===== src/hdl/vsrd_pkg.sv =====
// Shared types, constants and helpers for the voxel slice run-length decoder.
package vsrd_pkg;

    localparam int WORD_W    = 32;
    localparam int SIZE_W    = 9;
    localparam int COORD_W   = 8;
    localparam int LEN_W     = 17;
    localparam int MAX_DIM   = 256;
    localparam int DIVD_W    = 16;
    localparam int DIV_STEPS = DIVD_W;
    localparam int STEP_W    = $clog2(DIV_STEPS);
    localparam int CFG_IDX_W = 2;

    localparam logic [WORD_W-1:0] CODE_WORD  = 32'd2;
    localparam logic [WORD_W-1:0] SLICE_WORD = 32'd6;
    localparam logic [LEN_W-1:0]  COUNT_MAX  = '1;

    localparam logic [CFG_IDX_W-1:0] REG_MODE   = 2'd0;
    localparam logic [CFG_IDX_W-1:0] REG_SIZE_X = 2'd1;
    localparam logic [CFG_IDX_W-1:0] REG_SIZE_Y = 2'd2;
    localparam logic [CFG_IDX_W-1:0] REG_SIZE_Z = 2'd3;

    typedef enum logic [1:0] {
        PH_PLAIN,
        PH_COUNT,
        PH_VALUE
    } t_phase;

    typedef enum logic [1:0] {
        S_IDLE,
        S_DIV,
        S_LOAD
    } t_state;

    typedef struct packed {
        logic accept;
        logic div_step;
        logic load_out;
    } t_ctrl_cmd;

    typedef struct packed {
        logic has_result;
        logic need_div;
        logic out_free;
    } t_dp_status;

    // Sizes of zero count as one and sizes above the maximum are clamped.
    function automatic logic [SIZE_W-1:0] eff_size(input logic [SIZE_W-1:0] s);
        logic [SIZE_W-1:0] r;
        if (s == '0) begin
            r = SIZE_W'(1);
        end else if (s > SIZE_W'(MAX_DIM)) begin
            r = SIZE_W'(MAX_DIM);
        end else begin
            r = s;
        end
        return r;
    endfunction

endpackage


===== src/hdl/vsrd_ctrl.sv =====
// Controller state machine that sequences acceptance, division and output loading.
module vsrd_ctrl (
    input  logic                 i_clk,
    input  logic                 i_rst_n,
    input  logic                 i_in_valid,
    input  vsrd_pkg::t_dp_status i_status,
    output logic                 o_in_ready,
    output vsrd_pkg::t_ctrl_cmd  o_cmd
);

    vsrd_pkg::t_state r_state, n_state;
    logic [vsrd_pkg::STEP_W-1:0] r_step, n_step;
    logic step_last;

    assign step_last = (r_step == vsrd_pkg::STEP_W'(vsrd_pkg::DIV_STEPS - 1));

    always_ff @(posedge i_clk) begin
        if (!i_rst_n) begin
            r_state <= vsrd_pkg::S_IDLE;
            r_step  <= '0;
        end else begin
            r_state <= n_state;
            r_step  <= n_step;
        end
    end

    always_comb begin
        n_state = r_state;
        n_step  = '0;
        case (r_state)
            vsrd_pkg::S_IDLE: begin
                if (i_in_valid && i_status.has_result) begin
                    n_state = i_status.need_div ? vsrd_pkg::S_DIV : vsrd_pkg::S_LOAD;
                end
            end
            vsrd_pkg::S_DIV: begin
                n_step = r_step + vsrd_pkg::STEP_W'(1);
                if (step_last) begin
                    n_state = vsrd_pkg::S_LOAD;
                    n_step  = '0;
                end
            end
            vsrd_pkg::S_LOAD: begin
                if (i_status.out_free) begin
                    n_state = vsrd_pkg::S_IDLE;
                end
            end
            default: begin
                n_state = vsrd_pkg::S_IDLE;
            end
        endcase
    end

    always_comb begin
        o_in_ready      = 1'b0;
        o_cmd.accept    = 1'b0;
        o_cmd.div_step  = 1'b0;
        o_cmd.load_out  = 1'b0;
        case (r_state)
            vsrd_pkg::S_IDLE: begin
                o_in_ready   = 1'b1;
                o_cmd.accept = i_in_valid;
            end
            vsrd_pkg::S_DIV: begin
                o_cmd.div_step = 1'b1;
            end
            vsrd_pkg::S_LOAD: begin
                o_cmd.load_out = i_status.out_free;
            end
            default: begin
                o_in_ready = 1'b0;
            end
        endcase
    end

endmodule


===== src/hdl/vsrd_dpath.sv =====
// Datapath with configuration, decode state, shift-subtract divider and output register.
module vsrd_dpath (
    input  logic                                i_clk,
    input  logic                                i_rst_n,
    input  logic                                i_cfg_we,
    input  logic [vsrd_pkg::CFG_IDX_W-1:0]      i_cfg_index,
    input  logic [vsrd_pkg::SIZE_W-1:0]         i_cfg_data,
    input  logic [vsrd_pkg::WORD_W-1:0]         i_stream_word,
    input  logic                                i_out_ready,
    input  vsrd_pkg::t_ctrl_cmd                 i_cmd,
    output vsrd_pkg::t_dp_status                o_status,
    output logic                                o_out_valid,
    output logic [vsrd_pkg::COORD_W-1:0]        o_start_x,
    output logic [vsrd_pkg::COORD_W-1:0]        o_start_y,
    output logic [vsrd_pkg::COORD_W-1:0]        o_slice_z,
    output logic [vsrd_pkg::LEN_W-1:0]          o_run_length,
    output logic [vsrd_pkg::WORD_W-1:0]         o_voxel_value,
    output logic                                o_slice_end,
    output logic                                o_matrix_end,
    output logic                                o_overflow
);

    // Configuration registers.
    logic                          r_mode;
    logic [vsrd_pkg::SIZE_W-1:0]   r_size_x, r_size_y, r_size_z;

    // Decode state.
    vsrd_pkg::t_phase              r_phase, n_phase;
    logic [vsrd_pkg::LEN_W-1:0]    r_pend, n_pend;
    logic [vsrd_pkg::LEN_W-1:0]    r_idx, n_idx;
    logic [vsrd_pkg::SIZE_W-1:0]   r_z, n_z;

    // Pending result and divider.
    logic [vsrd_pkg::COORD_W-1:0]  r_res_z;
    logic [vsrd_pkg::LEN_W-1:0]    r_res_len;
    logic [vsrd_pkg::WORD_W-1:0]   r_res_val;
    logic                          r_res_send, r_res_mend, r_res_ovf;
    logic [vsrd_pkg::DIVD_W-1:0]   r_dq;
    logic [vsrd_pkg::SIZE_W-1:0]   r_rem;
    logic                          r_out_valid;

    logic [vsrd_pkg::SIZE_W-1:0]   ex, ey, ez;
    logic [vsrd_pkg::LEN_W-1:0]    area, rem_cnt, run_len, sat_cnt, idx_inc;
    logic                          idx_ge, clip, z_wrap;
    logic [vsrd_pkg::SIZE_W:0]     z_inc;
    logic [vsrd_pkg::SIZE_W-1:0]   z_next;

    logic                          has, pos, send, mend, ovf;
    logic [vsrd_pkg::LEN_W-1:0]    len;
    logic [vsrd_pkg::WORD_W-1:0]   val;

    logic [vsrd_pkg::SIZE_W-1:0]   trial;
    logic                          trial_ge;

    assign ex      = vsrd_pkg::eff_size(r_size_x);
    assign ey      = vsrd_pkg::eff_size(r_size_y);
    assign ez      = vsrd_pkg::eff_size(r_size_z);
    assign area    = {8'd0, ex} * {8'd0, ey};
    assign idx_ge  = (r_idx >= area);
    assign idx_inc = r_idx + vsrd_pkg::LEN_W'(1);
    assign rem_cnt = idx_ge ? '0 : (area - r_idx);
    assign clip    = (r_pend > rem_cnt);
    assign run_len = clip ? rem_cnt : r_pend;
    assign sat_cnt = (|i_stream_word[vsrd_pkg::WORD_W-1:vsrd_pkg::LEN_W])
                     ? vsrd_pkg::COUNT_MAX : i_stream_word[vsrd_pkg::LEN_W-1:0];
    assign z_inc   = {1'b0, r_z} + (vsrd_pkg::SIZE_W + 1)'(1);
    assign z_wrap  = (z_inc >= {1'b0, ez});
    assign z_next  = z_wrap ? '0 : z_inc[vsrd_pkg::SIZE_W-1:0];

    always_comb begin
        has     = 1'b0;
        pos     = 1'b0;
        send    = 1'b0;
        mend    = 1'b0;
        ovf     = 1'b0;
        len     = '0;
        val     = i_stream_word;
        n_phase = r_phase;
        n_pend  = r_pend;
        n_idx   = r_idx;
        n_z     = r_z;
        if (!r_mode) begin
            n_phase = vsrd_pkg::PH_PLAIN;
            has     = 1'b1;
            if (idx_ge) begin
                send  = 1'b1;
                mend  = z_wrap;
                ovf   = 1'b1;
                n_idx = '0;
                n_z   = z_next;
            end else begin
                pos   = 1'b1;
                len   = vsrd_pkg::LEN_W'(1);
                n_idx = idx_inc;
                if (idx_inc >= area) begin
                    send  = 1'b1;
                    mend  = z_wrap;
                    n_idx = '0;
                    n_z   = z_next;
                end
            end
        end else begin
            case (r_phase)
                vsrd_pkg::PH_COUNT: begin
                    n_pend  = sat_cnt;
                    n_phase = vsrd_pkg::PH_VALUE;
                end
                vsrd_pkg::PH_VALUE: begin
                    n_phase = vsrd_pkg::PH_PLAIN;
                    if (r_pend != '0) begin
                        has   = 1'b1;
                        pos   = (run_len != '0);
                        len   = run_len;
                        ovf   = clip;
                        n_idx = r_idx + run_len;
                    end
                end
                default: begin
                    if (i_stream_word == vsrd_pkg::SLICE_WORD) begin
                        has   = 1'b1;
                        val   = '0;
                        send  = 1'b1;
                        mend  = z_wrap;
                        n_idx = '0;
                        n_z   = z_next;
                    end else if (i_stream_word == vsrd_pkg::CODE_WORD) begin
                        n_phase = vsrd_pkg::PH_COUNT;
                    end else if (idx_ge) begin
                        has = 1'b1;
                        ovf = 1'b1;
                    end else begin
                        has   = 1'b1;
                        pos   = 1'b1;
                        len   = vsrd_pkg::LEN_W'(1);
                        n_idx = idx_inc;
                    end
                end
            endcase
        end
    end

    assign trial    = {r_rem[vsrd_pkg::SIZE_W-2:0], r_dq[vsrd_pkg::DIVD_W-1]};
    assign trial_ge = (trial >= ex);

    always_ff @(posedge i_clk) begin
        if (!i_rst_n) begin
            r_mode      <= 1'b1;
            r_size_x    <= vsrd_pkg::SIZE_W'(1);
            r_size_y    <= vsrd_pkg::SIZE_W'(1);
            r_size_z    <= vsrd_pkg::SIZE_W'(1);
            r_phase     <= vsrd_pkg::PH_PLAIN;
            r_pend      <= '0;
            r_idx       <= '0;
            r_z         <= '0;
            r_out_valid <= 1'b0;
        end else begin
            if (i_cfg_we) begin
                case (i_cfg_index)
                    vsrd_pkg::REG_MODE:   r_mode   <= i_cfg_data[0];
                    vsrd_pkg::REG_SIZE_X: r_size_x <= i_cfg_data;
                    vsrd_pkg::REG_SIZE_Y: r_size_y <= i_cfg_data;
                    vsrd_pkg::REG_SIZE_Z: r_size_z <= i_cfg_data;
                    default: r_mode <= r_mode;
                endcase
            end
            if (i_cmd.accept) begin
                r_phase <= n_phase;
                r_pend  <= n_pend;
                r_idx   <= n_idx;
                r_z     <= n_z;
            end
            if (i_cmd.load_out) begin
                r_out_valid <= 1'b1;
            end else if (i_out_ready) begin
                r_out_valid <= 1'b0;
            end
        end
    end

    always_ff @(posedge i_clk) begin
        if (i_cmd.accept && has) begin
            r_res_z    <= r_z[vsrd_pkg::COORD_W-1:0];
            r_res_len  <= len;
            r_res_val  <= val;
            r_res_send <= send;
            r_res_mend <= mend;
            r_res_ovf  <= ovf;
            r_dq       <= pos ? r_idx[vsrd_pkg::DIVD_W-1:0] : '0;
            r_rem      <= '0;
        end else if (i_cmd.div_step) begin
            r_dq  <= {r_dq[vsrd_pkg::DIVD_W-2:0], trial_ge};
            r_rem <= trial_ge ? (trial - ex) : trial;
        end
        if (i_cmd.load_out) begin
            o_start_x     <= r_rem[vsrd_pkg::COORD_W-1:0];
            o_start_y     <= r_dq[vsrd_pkg::COORD_W-1:0];
            o_slice_z     <= r_res_z;
            o_run_length  <= r_res_len;
            o_voxel_value <= r_res_val;
            o_slice_end   <= r_res_send;
            o_matrix_end  <= r_res_mend;
            o_overflow    <= r_res_ovf;
        end
    end

    assign o_out_valid         = r_out_valid;
    assign o_status.has_result = has;
    assign o_status.need_div   = pos;
    assign o_status.out_free   = !r_out_valid || i_out_ready;

endmodule


===== src/hdl/voxel_slice_rle_decoder_core.sv =====
// Top level of the voxel slice run-length decoder.
//
// The input channel takes one 32-bit stream word per transaction. The output
// channel delivers at most one run descriptor per input word: start x and y,
// slice z, run length, voxel value and the slice end, matrix end and overflow
// flags. Code and count words, and runs with a count of zero, give nothing.
// The configuration port writes the mode and the three matrix sizes; it must be
// written only while the decoder is idle; the block does not enforce this.
// A word is decoded at the edge that accepts it. A word that yields a voxel or
// run with a position passes through the one-bit-per-cycle divider that splits
// the slice index into x and y, and then the output register load. Slice
// markers and dropped voxels skip the divider and go straight to the load. The
// next word is accepted once the result has been loaded, so the input is held
// off while a result is divided or waits for the output register; a code or
// count word is accepted without leaving idle.
// Reset returns the decoder to compressed mode with all sizes one, the first
// slice, index zero and no pending result. When the receiver stalls, the
// result stays in the output register and one more result may wait behind it;
// input is then held off until the output register frees up.
module voxel_slice_rle_decoder_core (
    input  logic                                i_clk,
    input  logic                                i_rst_n,
    input  logic                                i_cfg_we,
    input  logic [vsrd_pkg::CFG_IDX_W-1:0]      i_cfg_index,
    input  logic [vsrd_pkg::SIZE_W-1:0]         i_cfg_data,
    input  logic                                i_in_valid,
    output logic                                o_in_ready,
    input  logic [vsrd_pkg::WORD_W-1:0]         i_stream_word,
    output logic                                o_out_valid,
    input  logic                                i_out_ready,
    output logic [vsrd_pkg::COORD_W-1:0]        o_start_x,
    output logic [vsrd_pkg::COORD_W-1:0]        o_start_y,
    output logic [vsrd_pkg::COORD_W-1:0]        o_slice_z,
    output logic [vsrd_pkg::LEN_W-1:0]          o_run_length,
    output logic [vsrd_pkg::WORD_W-1:0]         o_voxel_value,
    output logic                                o_slice_end,
    output logic                                o_matrix_end,
    output logic                                o_overflow
);

    vsrd_pkg::t_ctrl_cmd  cmd;
    vsrd_pkg::t_dp_status status;

    vsrd_ctrl u_ctrl (
        .i_clk      (i_clk),
        .i_rst_n    (i_rst_n),
        .i_in_valid (i_in_valid),
        .i_status   (status),
        .o_in_ready (o_in_ready),
        .o_cmd      (cmd)
    );

    vsrd_dpath u_dpath (
        .i_clk         (i_clk),
        .i_rst_n       (i_rst_n),
        .i_cfg_we      (i_cfg_we),
        .i_cfg_index   (i_cfg_index),
        .i_cfg_data    (i_cfg_data),
        .i_stream_word (i_stream_word),
        .i_out_ready   (i_out_ready),
        .i_cmd         (cmd),
        .o_status      (status),
        .o_out_valid   (o_out_valid),
        .o_start_x     (o_start_x),
        .o_start_y     (o_start_y),
        .o_slice_z     (o_slice_z),
        .o_run_length  (o_run_length),
        .o_voxel_value (o_voxel_value),
        .o_slice_end   (o_slice_end),
        .o_matrix_end  (o_matrix_end),
        .o_overflow    (o_overflow)
    );

endmodule


===== config.mk =====
export PLATFORM = sky130hd
export DESIGN_NAME = voxel_slice_rle_decoder_core
export DESIGN_NICKNAME = d
export VERILOG_FILES = /design/src/hdl/vsrd_pkg.sv /design/src/hdl/vsrd_ctrl.sv /design/src/hdl/vsrd_dpath.sv /design/src/hdl/voxel_slice_rle_decoder_core.sv
export SDC_FILE = /design/constraint.sdc
export NUM_CORES = 1
export LEC_CHECK = 0
export BUFFER_PORTS_ARGS = -buffer_cell sky130_fd_sc_hd__buf_2
export CORE_ASPECT_RATIO = 0.75
export CORE_MARGIN = 2
export CORE_UTILIZATION = 45
export DETAILED_ROUTE_END_ITERATION = 6
export RECOVER_POWER = 100
export SYNTH_ARGS = -nofsm -noshare
export SYNTH_HDL_FRONTEND = slang
export SYNTH_HIERARCHICAL = 1
export SYNTH_SLANG_ARGS = --single-unit

===== constraint.sdc =====
create_clock -name i_clk -period 27.1 [get_ports i_clk]
set_clock_uncertainty 0.05 [all_clocks]
set_input_delay 5.42 -clock i_clk [delete_from_list [all_inputs] [get_ports i_clk]]
set_output_delay 5.42 -clock i_clk [all_outputs]
set_load 0.02 [all_outputs]

==> results_dict.tcl <==
set metrics [dict create \
    cts_made_buffers 26 \
    final_max_slew_violation_count 223 \
    holdCritPathClass "flip-flop to flip-flop" \
    mostFrequentLayoutCells "157 x nand2_1, 152 x edfxtp_1, 145 x nor2_1, 144 x inv_1, 127 x ha_1" \
    insertion_delay_ns 0.56 \
    cts.hold.buffers_added 0 \
    top_level_ports 126 \
    detail_route.drc_violations 0 \
    synth_cells 1561 \
    ir_drop_uv 52.6 \
    cp-end-kind "flip-flop" \
    path_class "flip-flop to flip-flop" \
    worst-slew-pin-transition_ns 3.55 \
    synth_fp_nets 1788 \
    seqCellArea_um2 6330 \
    crit_path_max_fanout 41 \
    grt_first_pass_wirelength_mm 62.4 \
    cts_setup_buffers 0 \
    final_cycle_utilization_of_the_critical_path 0.494 \
    place_hpwl_mm 30.4 \
    gr-total-overflow 0 \
    power.density_cell_area_nw_per_um2 84.1 \
    filler_cell_count 3196 \
    antenna-diode-count 0 \
    tritoncts_clock_tree "built" \
    ys_dominant_reg_cell "edfxtp_1" \
    clock-root-buffer "clkbuf_16" \
    finish.utilization 0.502 \
    timing.final.crit_period_ns 13.40 \
    fmaxAchievable_ghz 0.0746 \
    multi_input_comb_area_um2 8010 \
    critical_path.startpoint_type "flip-flop" \
    cts.clk_slew.worst_paths_ns 0.07 \
    yosysWarnings 6 \
    floorplan.initialDensity 0.457 \
    flow.area_growth_from_synthesis_pct 9.93 \
    crit_required_ns 27.53 \
    die_w_um 217 \
    slowest_stage "clkbuf_1" \
    path_common_cell "a21oi_1" \
    largest_net_degree_at_the_start_of_global_routing 67 \
    total_cell_area_at_the_placement_stage_um2 16200 \
    grt_setup_unrepaired "no" \
    timing.final.setup_violations 0 \
    grt_pass1_vias 11179 \
    port-buffer-count 125 \
    tritoncts_num_sinks 240 \
    final.setup.tns_ns 0 \
    dpl.cell_count 2063 \
    via_count 11565 \
    drt-vias-per-instance 5.48 \
    die-area_um2 35600 \
    hold_viol 0 \
    layout_commonest_cell "nand2_1" \
    core_region_area_um2 33600 \
    drt_first_pass_iters 5 \
    failed_checks "capacitance limit, slew limit" \
    maxCapViolCount 6 \
    cts_buffer_depth 3 \
    slowest_delay_ns 1.10 \
    leakagePower_nw 6.81 \
    postRouteWirelength_mm 39.4 \
    final_antenna_net_count 0 \
    die-height_um 164 \
    ys_seq_area_frac 0.412 \
    max-slew-margin-rel -1.37 \
    route.detailed.wl_per_inst_um 18.7 \
    detailedRoute.firstIterationViolations 1010 \
    setup.reg_to_reg.worst_slack_ns 13.70 \
    synth-edff-count 152 \
    finish.cell_count_without_fillers 2111 \
    share_of_layout_cells_above_drive_strength_1 0.0596 \
    synth.lib_cells_used.distinct 87 \
    ctsResizeCount 0 \
    grt_antenna_before_repair 0 \
    final_instance_area_um2 16900 \
    finalWeightedCongestion 0.995 \
    htree_levels 1 \
    cp_data_arrival_time_ns 13.83 \
    finish.net_count 1868 \
    outcome "complete, but fails checks" \
    grt_use_total 0.223 \
    async_reset_ff_frac 0 \
    post_syn_area_um2 15400 \
    mean_area_per_synthesized_cell_um2 9.84 \
    fp-row-count 58 \
    ys_ff_latch 240 \
]
worst paths after layout:
kind | cells past startpoint | start | endpoint
setup / recovery | 44 | u_dpath/r_size_x[4] | u_dpath/r_idx[16]
setup reg to reg | 44 | u_dpath/r_size_x[4] | u_dpath/r_idx[16]
hold / removal | 0 | u_dpath/r_res_val[22] | u_dpath/o_voxel_value[22]
hold reg to reg | 0 | u_dpath/r_res_val[22] | u_dpath/o_voxel_value[22]
sequential cells by signal (all words and copies together), names as in the netlist, 9 cells and up:
name / flops
u_dpath/o_run_length: 17
u_dpath/o_voxel_value: 32
u_dpath/r_dq: 16
u_dpath/r_idx: 17
u_dpath/r_pend: 17
u_dpath/r_res_len: 17
u_dpath/r_res_val: 32
u_dpath/r_size_x: 9
u_dpath/r_size_y: 9
u_dpath/r_size_z: 9
u_dpath/r_z: 9
cell usage after synthesis (6+ instances only):
cell type,count,area share
o21a_1,10,0.0049
o32ai_1,8,0.0046
and3_1,11,0.0045
edfxtp_1,152,0.30
dfxtp_1,88,0.11
nand4_1,13,0.0053
a21boi_0,9,0.0044
nor3_1,30,0.0098
clkbuf_1,61,0.015
a21o_1,24,0.012
nor4_1,14,0.0057
ha_1,127,0.10
or3_1,12,0.0049
nand2b_1,18,0.0073
a22oi_1,12,0.0059
a21oi_1,84,0.027
mux2i_1,16,0.010
inv_1,144,0.035
o21ai_1,8,0.0026
nand3_1,30,0.0098
nand2_1,157,0.038
fa_1,52,0.068
nor2_1,145,0.035
and2_1,30,0.012
o21ai_0,56,0.018
nor2b_1,21,0.0086
o211ai_1,7,0.0034
a211oi_2,11,0.0090
o221a_2,16,0.012
buf_1,6,0.0015
a211oi_1,19,0.0093
xnor2_1,46,0.026
xor2_1,22,0.013
metal layers:
metal / vias to the layer above / global-route usage / part of all wire
met5: - / 0 / 0
met4: 0 / 0.0364 / 0.012
li1: 5634 / - / -
met3: 38 / 0.0411 / 0.070
met2: 341 / 0.319 / 0.41
met1: 5552 / 0.351 / 0.51
through the flow:
stage | worst slack [ns] | hold WS (ns) | power (mW)
finish | 13.70 | 0.366 | 1.42
floorplan | 16.19 | 0.350 | 0.923
detailed placement | 15.41 | 0.355 | 1.07
CTS | 15.33 | 0.369 | 1.44
global route | 12.58 | 0.371 | 1.50
global placement | 15.56 | 0.351 | 1.06
power breakdown:
group / internal [mW] / leakage [nW] / switching, mW
logic: 0.173 / 4.22 / 0.338
clock network: 0.215 / 0.427 / 0.154
registers: 0.500 / 2.16 / 0.0386
total: 0.889 / 6.81 / 0.530
worst max-delay path, delay by kind of cell, from the launching register on:
family / cells / cell delay [ns]
and+or+nand+nor: 12 / 2.35
adders and majority gates: 8 / 3.70
AOI/OAI and AO/OA: 18 / 5.30
DFF: 1 / 0.37
xor gates and xnor gates: 1 / 0.14
buffers and inverters: 5 / 1.43
cell type report:
class,count,area share
Timing Repair Buffer,134,0.0321
Inverter,147,0.0328
Sequential cell,240,0.375
Multi-Input combinational cell,1092,0.474
Clock buffer,32,0.0417
Tap cell,450,0.0334
Clock inverter,16,0.0107
kinds of logic after synthesis:
kind of cell | Yosys count | synth area share
buffers and inverters | 229 | 0.0608
muxes | 17 | 0.0112
DFF | 240 | 0.412
and+or+nand+nor | 513 | 0.159
xor gates and xnor gates | 69 | 0.0399
adders and majority gates | 179 | 0.171
AOI/OAI and AO/OA | 314 | 0.146
No activity file was read; power rests on OpenSTA's default activity.
